<file path="src/rtl/nbd_pkg.sv">
package nbd_pkg;

    localparam int PIXEL_W       = 8;
    localparam int PIXEL_MAX     = 255;
    localparam int VALUE_W       = 16;
    localparam int CFG_ADDR_W    = 2;
    localparam int CFG_DATA_W    = 9;
    localparam int SCALE_CFG_W   = 5;
    localparam int DIM_CFG_W     = 9;
    localparam int HEIGHT_LIMIT  = 256;
    localparam int ROW_W         = 9;
    localparam int MAX_WIDTH_DEF = 256;
    localparam int MAX_SCALE_DEF = 16;

    // register indexes
    localparam logic [CFG_ADDR_W-1:0] CFG_SCALE  = 2'd0;
    localparam logic [CFG_ADDR_W-1:0] CFG_WIDTH  = 2'd1;
    localparam logic [CFG_ADDR_W-1:0] CFG_HEIGHT = 2'd2;

    localparam int SCALE_RST  = 1;
    localparam int WIDTH_RST  = 28;
    localparam int HEIGHT_RST = 28;

    localparam logic [VALUE_W-1:0] VALUE_OFFSET = 16'h8000;

    // per-pixel control from the position sequencer
    typedef struct packed {
        logic valid;
        logic in_area;
        logic first;
        logic emit;
        logic last;
    } pix_ctl_t;

    // per-result control down the divide pipeline
    typedef struct packed {
        logic valid;
        logic last;
    } res_ctl_t;

    function automatic int sum_width(input int max_scale);
        return $clog2(PIXEL_MAX * max_scale * max_scale + 1);
    endfunction

endpackage

</file>
<file path="src/rtl/nbd_seq.sv">
module nbd_seq #(
    parameter int MaxWidth = nbd_pkg::MAX_WIDTH_DEF,
    parameter int MaxScale = nbd_pkg::MAX_SCALE_DEF
) (
    input  logic                                aclk,
    input  logic                                aresetn,
    input  logic                                cfg_we,
    input  logic [nbd_pkg::CFG_ADDR_W-1:0]      cfg_addr,
    input  logic [nbd_pkg::CFG_DATA_W-1:0]      cfg_wdata,
    input  logic                                accept,
    input  logic                                adv,
    input  logic [nbd_pkg::PIXEL_W-1:0]         pixel_in,
    output logic [$clog2(MaxScale+1)-1:0]       scale_o,
    output logic [$clog2(MaxWidth)-1:0]         rd_addr,
    output nbd_pkg::pix_ctl_t                   op_o,
    output logic [$clog2(MaxWidth)-1:0]         op_addr_o,
    output logic [nbd_pkg::PIXEL_W-1:0]         op_pixel_o
);

    localparam int ScaleW   = $clog2(MaxScale + 1);
    localparam int SubW     = $clog2(MaxScale);
    localparam int WidthW   = $clog2(MaxWidth + 1);
    localparam int AddrW    = $clog2(MaxWidth);
    localparam int ColBaseW = $clog2(MaxWidth + 2 * MaxScale + 1);
    localparam int RowBaseW = $clog2(nbd_pkg::HEIGHT_LIMIT + 2 * MaxScale + 1);
    localparam int RowW     = nbd_pkg::ROW_W;

    logic [ScaleW-1:0]   scale_reg, scale_next;
    logic [WidthW-1:0]   width_reg, width_next;
    logic [RowW-1:0]     height_reg, height_next;
    logic [WidthW-1:0]   pcol_reg, pcol_next;
    logic [RowW-1:0]     prow_reg, prow_next;
    logic [SubW-1:0]     sub_col_reg, sub_col_next;
    logic [SubW-1:0]     sub_row_reg, sub_row_next;
    logic [AddrW-1:0]    out_col_reg, out_col_next;
    logic [ColBaseW-1:0] col_base_reg, col_base_next;
    logic [RowBaseW-1:0] row_base_reg, row_base_next;
    nbd_pkg::pix_ctl_t   op_reg, op_next;
    logic [AddrW-1:0]    op_addr_reg, op_addr_next;
    logic [nbd_pkg::PIXEL_W-1:0] op_pixel_reg, op_pixel_next;

    logic [SubW-1:0]     scale_m1;
    logic [ColBaseW-1:0] scale_cb;
    logic [RowBaseW-1:0] scale_rb;
    logic                col_fit, row_fit, col_last, row_last;
    logic                first_c, blk_end_c, in_area_c;
    logic [WidthW-1:0]   pcol_inc;
    logic [RowW-1:0]     prow_inc;
    logic [nbd_pkg::CFG_DATA_W-1:0] cfg_val;

    assign scale_m1 = SubW'(scale_reg - ScaleW'(1));
    assign scale_cb = ColBaseW'(scale_reg);
    assign scale_rb = RowBaseW'(scale_reg);

    // a block column or band is used only if the whole block fits
    assign col_fit  = (col_base_reg + scale_cb) <= ColBaseW'(width_reg);
    assign row_fit  = (row_base_reg + scale_rb) <= RowBaseW'(height_reg);
    assign col_last = (col_base_reg + scale_cb + scale_cb) > ColBaseW'(width_reg);
    assign row_last = (row_base_reg + scale_rb + scale_rb) > RowBaseW'(height_reg);

    assign in_area_c = col_fit && row_fit;
    assign first_c   = (sub_row_reg == '0) && (sub_col_reg == '0);
    assign blk_end_c = (sub_row_reg == scale_m1) && (sub_col_reg == scale_m1);
    assign pcol_inc  = WidthW'(pcol_reg + WidthW'(1));
    assign prow_inc  = RowW'(prow_reg + RowW'(1));
    assign cfg_val   = cfg_wdata;

    always_comb begin
        scale_next    = scale_reg;
        width_next    = width_reg;
        height_next   = height_reg;
        pcol_next     = pcol_reg;
        prow_next     = prow_reg;
        sub_col_next  = sub_col_reg;
        sub_row_next  = sub_row_reg;
        out_col_next  = out_col_reg;
        col_base_next = col_base_reg;
        row_base_next = row_base_reg;
        op_next       = op_reg;
        op_addr_next  = op_addr_reg;
        op_pixel_next = op_pixel_reg;

        if (adv) begin
            op_next = '0;
        end

        if (cfg_we) begin
            case (cfg_addr)
                nbd_pkg::CFG_SCALE: begin
                    if (cfg_val[nbd_pkg::SCALE_CFG_W-1:0] == '0) begin
                        scale_next = ScaleW'(1);
                    end else if (32'(cfg_val[nbd_pkg::SCALE_CFG_W-1:0]) > 32'(MaxScale)) begin
                        scale_next = ScaleW'(MaxScale);
                    end else begin
                        scale_next = ScaleW'(cfg_val[nbd_pkg::SCALE_CFG_W-1:0]);
                    end
                end
                nbd_pkg::CFG_WIDTH: begin
                    if (cfg_val[nbd_pkg::DIM_CFG_W-1:0] == '0) begin
                        width_next = WidthW'(1);
                    end else if (32'(cfg_val[nbd_pkg::DIM_CFG_W-1:0]) > 32'(MaxWidth)) begin
                        width_next = WidthW'(MaxWidth);
                    end else begin
                        width_next = WidthW'(cfg_val[nbd_pkg::DIM_CFG_W-1:0]);
                    end
                end
                nbd_pkg::CFG_HEIGHT: begin
                    if (cfg_val[nbd_pkg::DIM_CFG_W-1:0] == '0) begin
                        height_next = RowW'(1);
                    end else if (32'(cfg_val[nbd_pkg::DIM_CFG_W-1:0]) >
                                 32'(nbd_pkg::HEIGHT_LIMIT)) begin
                        height_next = RowW'(nbd_pkg::HEIGHT_LIMIT);
                    end else begin
                        height_next = RowW'(cfg_val[nbd_pkg::DIM_CFG_W-1:0]);
                    end
                end
                default: ;
            endcase
            if (cfg_addr == nbd_pkg::CFG_SCALE || cfg_addr == nbd_pkg::CFG_WIDTH ||
                cfg_addr == nbd_pkg::CFG_HEIGHT) begin
                pcol_next     = '0;
                prow_next     = '0;
                sub_col_next  = '0;
                sub_row_next  = '0;
                out_col_next  = '0;
                col_base_next = '0;
                row_base_next = '0;
            end
        end else if (accept) begin
            op_next.valid   = 1'b1;
            op_next.in_area = in_area_c;
            op_next.first   = first_c;
            op_next.emit    = in_area_c && blk_end_c;
            op_next.last    = col_last && row_last;
            op_addr_next    = out_col_reg;
            op_pixel_next   = pixel_in;

            if (in_area_c) begin
                if (sub_col_reg == scale_m1) begin
                    sub_col_next  = '0;
                    out_col_next  = AddrW'(out_col_reg + AddrW'(1));
                    col_base_next = ColBaseW'(col_base_reg + scale_cb);
                end else begin
                    sub_col_next  = SubW'(sub_col_reg + SubW'(1));
                end
            end

            if (pcol_inc >= width_reg) begin
                pcol_next     = '0;
                sub_col_next  = '0;
                out_col_next  = '0;
                col_base_next = '0;
                prow_next     = prow_inc;
                if (sub_row_reg >= scale_m1) begin
                    sub_row_next  = '0;
                    row_base_next = RowBaseW'(row_base_reg + scale_rb);
                end else begin
                    sub_row_next  = SubW'(sub_row_reg + SubW'(1));
                end
                // end of image
                if (prow_inc >= height_reg) begin
                    prow_next     = '0;
                    sub_row_next  = '0;
                    row_base_next = '0;
                end
            end else begin
                pcol_next = pcol_inc;
            end
        end
    end

    always_ff @(posedge aclk) begin
        if (!aresetn) begin
            scale_reg    <= ScaleW'(nbd_pkg::SCALE_RST);
            width_reg    <= WidthW'(nbd_pkg::WIDTH_RST);
            height_reg   <= RowW'(nbd_pkg::HEIGHT_RST);
            pcol_reg     <= '0;
            prow_reg     <= '0;
            sub_col_reg  <= '0;
            sub_row_reg  <= '0;
            out_col_reg  <= '0;
            col_base_reg <= '0;
            row_base_reg <= '0;
            op_reg       <= '0;
        end else begin
            scale_reg    <= scale_next;
            width_reg    <= width_next;
            height_reg   <= height_next;
            pcol_reg     <= pcol_next;
            prow_reg     <= prow_next;
            sub_col_reg  <= sub_col_next;
            sub_row_reg  <= sub_row_next;
            out_col_reg  <= out_col_next;
            col_base_reg <= col_base_next;
            row_base_reg <= row_base_next;
            op_reg       <= op_next;
        end
        op_addr_reg  <= op_addr_next;
        op_pixel_reg <= op_pixel_next;
    end

    assign scale_o    = scale_reg;
    assign rd_addr    = out_col_reg;
    assign op_o       = op_reg;
    assign op_addr_o  = op_addr_reg;
    assign op_pixel_o = op_pixel_reg;

endmodule

</file>
<file path="src/rtl/nbd_acc.sv">
module nbd_acc #(
    parameter int MaxWidth = nbd_pkg::MAX_WIDTH_DEF,
    parameter int MaxScale = nbd_pkg::MAX_SCALE_DEF
) (
    input  logic                                      aclk,
    input  logic                                      aresetn,
    input  logic                                      adv,
    input  logic                                      rd_en,
    input  logic [$clog2(MaxWidth)-1:0]               rd_addr,
    input  nbd_pkg::pix_ctl_t                         op_i,
    input  logic [$clog2(MaxWidth)-1:0]               op_addr_i,
    input  logic [nbd_pkg::PIXEL_W-1:0]               op_pixel_i,
    output logic [nbd_pkg::sum_width(MaxScale)-1:0]   sum_o,
    output nbd_pkg::res_ctl_t                         ctl_o
);

    localparam int SumW  = nbd_pkg::sum_width(MaxScale);
    localparam int AddrW = $clog2(MaxWidth);

    // one partial block sum per block column
    logic [SumW-1:0] col_mem [MaxWidth];

    logic [SumW-1:0]   rd_data_reg;
    logic              fwd_reg, fwd_next;
    logic [SumW-1:0]   fwd_data_reg;
    logic [SumW-1:0]   sum_reg;
    nbd_pkg::res_ctl_t ctl_reg, ctl_next;

    logic              wr_en;
    logic [SumW-1:0]   base_c;
    logic [SumW-1:0]   sum_c;

    assign wr_en  = op_i.valid && op_i.in_area && adv;
    // a write in the same cycle as the read is not seen by the read
    assign base_c = fwd_reg ? fwd_data_reg : rd_data_reg;
    assign sum_c  = op_i.first ? SumW'(op_pixel_i) : SumW'(base_c + SumW'(op_pixel_i));

    always_ff @(posedge aclk) begin
        if (wr_en) begin
            col_mem[op_addr_i] <= sum_c;
        end
        if (rd_en) begin
            rd_data_reg <= col_mem[rd_addr];
        end
    end

    always_comb begin
        fwd_next = fwd_reg;
        ctl_next = ctl_reg;
        if (rd_en) begin
            fwd_next = wr_en && (op_addr_i == AddrW'(rd_addr));
        end
        if (adv) begin
            ctl_next.valid = op_i.valid && op_i.emit;
            ctl_next.last  = op_i.last;
        end
    end

    always_ff @(posedge aclk) begin
        if (!aresetn) begin
            fwd_reg <= 1'b0;
            ctl_reg <= '0;
        end else begin
            fwd_reg <= fwd_next;
            ctl_reg <= ctl_next;
        end
        if (rd_en) begin
            fwd_data_reg <= sum_c;
        end
        if (adv) begin
            sum_reg <= sum_c;
        end
    end

    assign sum_o = sum_reg;
    assign ctl_o = ctl_reg;

endmodule

</file>
<file path="src/rtl/nbd_div.sv">
module nbd_div #(
    parameter int MaxScale = nbd_pkg::MAX_SCALE_DEF
) (
    input  logic                                     aclk,
    input  logic                                     aresetn,
    input  logic                                     adv,
    input  logic [$clog2(MaxScale+1)-1:0]            scale_i,
    input  logic [nbd_pkg::sum_width(MaxScale)-1:0]  sum_i,
    input  nbd_pkg::res_ctl_t                        ctl_i,
    output logic [nbd_pkg::VALUE_W-1:0]              value_o,
    output nbd_pkg::res_ctl_t                        ctl_o
);

    localparam int ScaleW  = $clog2(MaxScale + 1);
    localparam int SumW    = nbd_pkg::sum_width(MaxScale);
    localparam int DivW    = $clog2(MaxScale * MaxScale);
    localparam int FracW   = 8;
    // exact floor(sum*256/d) for every d up to MaxScale^2
    localparam int RecipK  = SumW + FracW + DivW;
    localparam int RecipW  = RecipK + 1;
    localparam int LoW     = RecipW / 2;
    localparam int HiW     = RecipW - LoW;
    localparam int ProdW   = SumW + RecipW;
    localparam int ShiftQ  = RecipK - FracW;
    localparam int TabN    = 2 ** ScaleW;

    logic [RecipW-1:0] recip_tab [TabN];

    for (genvar g = 0; g < TabN; g++) begin : g_recip
        localparam longint unsigned Div = (g == 0 || g > MaxScale) ? 64'd1 : 64'(g * g);
        localparam longint unsigned Recip = ((64'd1 << RecipK) + Div - 64'd1) / Div;
        assign recip_tab[g] = RecipW'(Recip);
    end

    logic [RecipW-1:0]    recip_c;
    logic [SumW+LoW-1:0]  plo_reg;
    logic [SumW+HiW-1:0]  phi_reg;
    nbd_pkg::res_ctl_t    ctl_reg, ctl_next;
    logic [ProdW-1:0]     prod_c;
    logic [nbd_pkg::VALUE_W-1:0] quot_c;

    assign recip_c = recip_tab[scale_i];

    always_comb begin
        ctl_next = ctl_reg;
        if (adv) begin
            ctl_next = ctl_i;
        end
    end

    always_ff @(posedge aclk) begin
        if (!aresetn) begin
            ctl_reg <= '0;
        end else begin
            ctl_reg <= ctl_next;
        end
        if (adv) begin
            plo_reg <= (SumW+LoW)'(sum_i) * (SumW+LoW)'(recip_c[LoW-1:0]);
            phi_reg <= (SumW+HiW)'(sum_i) * (SumW+HiW)'(recip_c[RecipW-1:LoW]);
        end
    end

    assign prod_c  = ProdW'(plo_reg) + (ProdW'(phi_reg) << LoW);
    assign quot_c  = prod_c[ShiftQ +: nbd_pkg::VALUE_W];
    assign value_o = nbd_pkg::VALUE_W'(quot_c + nbd_pkg::VALUE_OFFSET);
    assign ctl_o   = ctl_reg;

endmodule

</file>
<file path="src/rtl/normalized_box_downsampler.sv">
// Block-average downsampler for 8-bit grey images in raster order. Each result is the mean of
// one scale x scale block as signed Q1.15, pixel/128 - 1 averaged, with m_tlast on the final
// block of the image; pixels of partial blocks at the right and bottom edges give no result.
// One pixel is taken per cycle while s_tready is high, and s_tready drops only while a result
// waits at the output with m_tready low. Partial sums per block column live in a one-port-
// read, one-port-write memory that is read when a pixel is taken and written back on the next
// cycle the pipeline moves; back-to-back pixels of the same block column take the fresh sum
// over a bypass, so the memory loop does not limit the rate. The divide by scale squared is a
// multiply by a constant reciprocal. Data passes the op, sum, product and output registers.
// A scale, width or height write restarts the current image; write only while idle.
module normalized_box_downsampler #(
    parameter int MaxWidth = nbd_pkg::MAX_WIDTH_DEF,
    parameter int MaxScale = nbd_pkg::MAX_SCALE_DEF
) (
    input  logic                              aclk,
    input  logic                              aresetn,
    input  logic                              s_tvalid,
    output logic                              s_tready,
    input  logic [7:0]                        s_tdata,   // [7:0] pixel
    output logic                              m_tvalid,
    input  logic                              m_tready,
    output logic [15:0]                       m_tdata,   // [15:0] value
    output logic                              m_tlast,
    input  logic                              cfg_we,
    input  logic [nbd_pkg::CFG_ADDR_W-1:0]    cfg_addr,
    input  logic [nbd_pkg::CFG_DATA_W-1:0]    cfg_wdata
);

    localparam int ScaleW = $clog2(MaxScale + 1);
    localparam int AddrW  = $clog2(MaxWidth);
    localparam int SumW   = nbd_pkg::sum_width(MaxScale);

    logic                         adv;
    logic                         accept;
    logic [ScaleW-1:0]            scale;
    logic [AddrW-1:0]             rd_addr;
    nbd_pkg::pix_ctl_t            op;
    logic [AddrW-1:0]             op_addr;
    logic [nbd_pkg::PIXEL_W-1:0]  op_pixel;
    logic [SumW-1:0]              acc_sum;
    nbd_pkg::res_ctl_t            acc_ctl;
    logic [nbd_pkg::VALUE_W-1:0]  div_value;
    nbd_pkg::res_ctl_t            div_ctl;

    logic                         m_tvalid_reg, m_tvalid_next;
    logic [nbd_pkg::VALUE_W-1:0]  m_tdata_reg, m_tdata_next;
    logic                         m_tlast_reg, m_tlast_next;

    // whole pipeline moves whenever the output slot is free or being emptied
    assign adv    = !m_tvalid_reg || m_tready;
    assign accept = s_tvalid && adv;

    nbd_seq #(
        .MaxWidth (MaxWidth),
        .MaxScale (MaxScale)
    ) u_seq (
        .aclk       (aclk),
        .aresetn    (aresetn),
        .cfg_we     (cfg_we),
        .cfg_addr   (cfg_addr),
        .cfg_wdata  (cfg_wdata),
        .accept     (accept),
        .adv        (adv),
        .pixel_in   (s_tdata),
        .scale_o    (scale),
        .rd_addr    (rd_addr),
        .op_o       (op),
        .op_addr_o  (op_addr),
        .op_pixel_o (op_pixel)
    );

    nbd_acc #(
        .MaxWidth (MaxWidth),
        .MaxScale (MaxScale)
    ) u_acc (
        .aclk       (aclk),
        .aresetn    (aresetn),
        .adv        (adv),
        .rd_en      (accept),
        .rd_addr    (rd_addr),
        .op_i       (op),
        .op_addr_i  (op_addr),
        .op_pixel_i (op_pixel),
        .sum_o      (acc_sum),
        .ctl_o      (acc_ctl)
    );

    nbd_div #(
        .MaxScale (MaxScale)
    ) u_div (
        .aclk    (aclk),
        .aresetn (aresetn),
        .adv     (adv),
        .scale_i (scale),
        .sum_i   (acc_sum),
        .ctl_i   (acc_ctl),
        .value_o (div_value),
        .ctl_o   (div_ctl)
    );

    always_comb begin
        m_tvalid_next = m_tvalid_reg;
        m_tdata_next  = m_tdata_reg;
        m_tlast_next  = m_tlast_reg;
        if (adv) begin
            m_tvalid_next = div_ctl.valid;
            m_tdata_next  = div_value;
            m_tlast_next  = div_ctl.last;
        end
    end

    always_ff @(posedge aclk) begin
        if (!aresetn) begin
            m_tvalid_reg <= 1'b0;
        end else begin
            m_tvalid_reg <= m_tvalid_next;
        end
        m_tdata_reg <= m_tdata_next;
        m_tlast_reg <= m_tlast_next;
    end

    assign s_tready = adv;
    assign m_tvalid = m_tvalid_reg;
    assign m_tdata  = m_tdata_reg;
    assign m_tlast  = m_tlast_reg;

endmodule

</file>
<file path="config.mk">
export PLATFORM = sky130hd
export DESIGN_NAME = normalized_box_downsampler
export DESIGN_NICKNAME = d
export VERILOG_FILES = /design/src/rtl/nbd_pkg.sv /design/src/rtl/nbd_seq.sv /design/src/rtl/nbd_acc.sv /design/src/rtl/nbd_div.sv /design/src/rtl/normalized_box_downsampler.sv
export SDC_FILE = /design/constraint.sdc
export NUM_CORES = 2
export LEC_CHECK = 0
export BUFFER_PORTS_ARGS = -buffer_cell sky130_fd_sc_hd__buf_2
export CAP_MARGIN = 20
export CORE_ASPECT_RATIO = 0.9
export CORE_UTILIZATION = 48
export DETAILED_ROUTE_END_ITERATION = 10
export RECOVER_POWER = 100
export SYNTH_ARGS = -nofsm -noshare
export SYNTH_HDL_FRONTEND = slang
export SYNTH_SLANG_ARGS = --single-unit
export TNS_END_PERCENT = 10
</file>
<file path="constraint.sdc">
create_clock -name aclk -period 20.7 [get_ports aclk]
set_input_delay 1.035 -clock aclk [delete_from_list [all_inputs] [get_ports aclk]]
set_output_delay 1.035 -clock aclk [all_outputs]
set_load 0.1 [all_outputs]
</file>
==> impl_metrics.py <==
metrics = {
    "logic_synthesis": {
        "synth-xor-area-share": 0.00676,
        "synth_common_cells": "edfxtp_1 (4217), mux4_2 (1358), inv_1 (479)",
        "synthAdderAreaFrac": 0.0592,
        "synth_top_area_frac": 0.694,
        "yosysMostFrequentCell": "edfxtp_1",
        "synthDistinctLibCells": 67,
        "synth.top_cells.by_area": "edfxtp_1 (69%), mux4_2 (17%), fa_1 (3.9%)",
        "synth.mux.area_fraction": 0.169,
        "yosys_register_bits": 4303,
        "ys.flop_type": "edfxtp_1",
        "netlist_area_mm2": 0.183,
        "synthSimpleGateAreaFrac": 0.0297,
        "yosysWarnings": 0,
        "avgSynthCellArea_um2": 20.4,
        "yosysTopAreaCell": "edfxtp_1",
        "async_flop_share": 0,
        "ys_seq_area_frac": 0.703,
        "syn-num-nets": 9613,
        "synth_edf_count": 4217,
        "synth_top_family_by_area": "multiplexers",
        "netlist_instances": 8939,
        "synth_compound_area_frac": 0.0122,
    },
    "detailed_routing": {
        "routedWlPerCell_um": 30.5,
        "drt_wl_total_mm": 452,
        "via_per_inst": 6.02,
        "first_pass_iters": 8,
        "dr.first_iter.drc_count": 10400,
        "drc_errors": 0,
        "ant_nets": 0,
        "num_vias": 89200,
    },
    "floorplanning": {
        "row_count": 214,
        "fp.dieH_um": 587,
        "top_level_ports": 43,
        "start_util": 0.483,
        "dieArea_mm2": 0.383,
        "core_mm2": 0.378,
        "die_x_um": 652,
    },
    "hold_path": {
        "min-delay-start": "cfg_wdata[5]",
        "hp-class": "in2reg",
    },
    "worst_setup_path": {
        "critPathTopFamily": "buffers and inverters",
        "crit_path_end_kind": "register",
        "crit_fanout": 86,
        "cp.required_ps": 21320,
        "cp_num_buf_inv": 4,
        "start_kind": "register",
        "cp.arrival_ps": 13130,
        "slowest_delay_ps": 2890,
        "crit_start": "u_acc.fwd_reg",
        "worstReg2RegStart": "u_acc.fwd_reg",
        "crit_type": "reg2reg",
        "crit_chain": "clkbuf_1, mux2_2, ha_1, nor2b_1, o21ai_0, a21boi_0, o21ai_0, a21oi_1, o21ai_0, a211oi_1, xor2_1, nor2_1, clkbuf_1, clkbuf_1, buf_4",
        "slowest_stage": "clkbuf_1",
    },
    "cts": {
        "cts_buffer_depth": 4,
        "cts.sinks": 4303,
        "path_clk_slew_ps": 70,
        "htreeDepth": 5,
        "root_buffer": "clkbuf_16",
        "hold_buffers": 0,
        "numCtsBuffers": 423,
        "cts_setup_buffers": 0,
        "clkLatencyLatePin_ps": 970,
        "cts-resized-gates": 0,
        "cts_tree": "done",
    },
    "timing": {
        "drv_slew": 4588,
        "period_share": 0.604,
        "hold_viol": 0,
        "rsz0062_at_grt": "false",
        "fmax_ghz": 0.0800,
        "skew_ps": 42.2,
        "post-route-min-period_ps": 12500,
        "whs_ps": 355,
        "relSlewSlack": -4.79,
        "finalSetupViolations": 0,
        "worst_slew_pin_slew_ps": 8690,
        "tns_ps": 0,
    },
    "pwr": {
        "pwr_density_cell_mw_per_mm2": 94.1,
        "p_leak_nw": 64.4,
        "peakVddDrop_uv": 102,
    },
    "global_routing": {
        "grt.total_usage": 0.236,
        "grt_max_degree": 259,
        "antenna_found_initial": 26,
        "first_global_vias": 90500,
        "grt_pass1_wl_mm": 655,
        "overflow": 0,
    },
    "flow_run": {
        "max_cap_viol_count": 112,
    },
    "final_layout": {
        "final_nets": 10000,
        "area_growth_pct": 11.1,
        "drive_gt1_frac": 0.215,
        "largest_reg_flops": 4096,
    },
    "run_status": {
        "status": "finished with violations",
        "violations": "capacitance limit, slew limit",
    },
    "placed_design": {
        "gp_congestion": 0.821,
        "io_buffers": 42,
        "dp_hpwl_mm": 275,
    },
}
-- final cells by class --
class	count	area [um2]
fillers	29300	175000
clock buffers	515	11100
inverters	481	1810
clock inverters	271	2300
repair buffers	470	2290
flip-flops and latches	4303	128000
multi-input cells	3696	50700
well taps	5076	6350
diodes	16	40.0
-- cells in the final DEF (no fill, tap or decap), types with 56 or more instances in the layout --
cell and n:
clkbuf_1 438, and2_1 225, fa_1 356, ha_1 294
dfxtp_1 83, o21ai_0 69, xnor2_1 85, clkbuf_16 430
nand2_1 366, clkinv_1 124, a21oi_1 132, edfxtp_1 4217
inv_1 479, mux4_2 1358, xor2_1 56, clkinv_2 81
buf_4 90, nor2_1 353
-- stage by stage --
step	worst slack, ps	power, mW	util	std cells	instance area (um2)
after global placement	12370	11.7	0.505	14000	191000
after floorplan	5450	11.4	-	8939	183000
after global routing	7100	19.7	0.537	14800	203000
after detailed placement	12520	11.8	0.505	14000	191000
after CTS	12530	19.2	0.541	14800	204000
final	8200	19.1	0.537	14800	203000
-- report_power, final --
part | leakage [nW] | total [mW] | internal (mW) | switching, mW
clock | 6.56 | 7.49 | 4.22 | 3.27
sequential | 38.9 | 10.1 | 10.0 | 0.0408
combinational | 18.9 | 1.56 | 0.456 | 1.10
total | 64.4 | 19.1 | 14.7 | 4.41
-- worst reg2reg max path: stages, from the launching register on --
cell and delay (ps):
dfxtp_1 380, clkbuf_1 880, mux2_2 440, ha_1 310, nor2b_1 140, o21ai_0 210
a21boi_0 160, o21ai_0 240, a21oi_1 160, o21ai_0 450, a211oi_1 170, xor2_1 170
nor2_1 1870, clkbuf_1 2530, clkbuf_1 2910, buf_4 1040
-- path summary, 6_finish.rpt --
kind                                 end  slack (ps)  depth (start not counted)
setup / recovery  u_acc.col_mem[250][10]        8200                         15
hold / removal       u_seq.height_reg[5]         350                          3
setup reg to reg  u_acc.col_mem[250][10]        8200                         15
hold reg to reg                  m_tlast         450                          0
-- kinds of logic after synthesis --
group / Yosys count
AO/OA/AOI/OAI: 360
XOR/XNOR: 141
adder cells (fa/ha/maj): 650
buffers and inverters: 940
flip-flops: 4303
multiplexers: 1385
AND/OR/NAND/NOR: 1160
-- routing by layer --
layer / part of all wire / track usage / up-vias
li1: - / - / 36700
met2: 0.46 / 0.354 / 3580
met5: 0.000060 / 0 / -
met4: 0.023 / 0.0524 / 4
met3: 0.079 / 0.0397 / 545
met1: 0.44 / 0.367 / 48400
(Power assumes the default switching activity.)
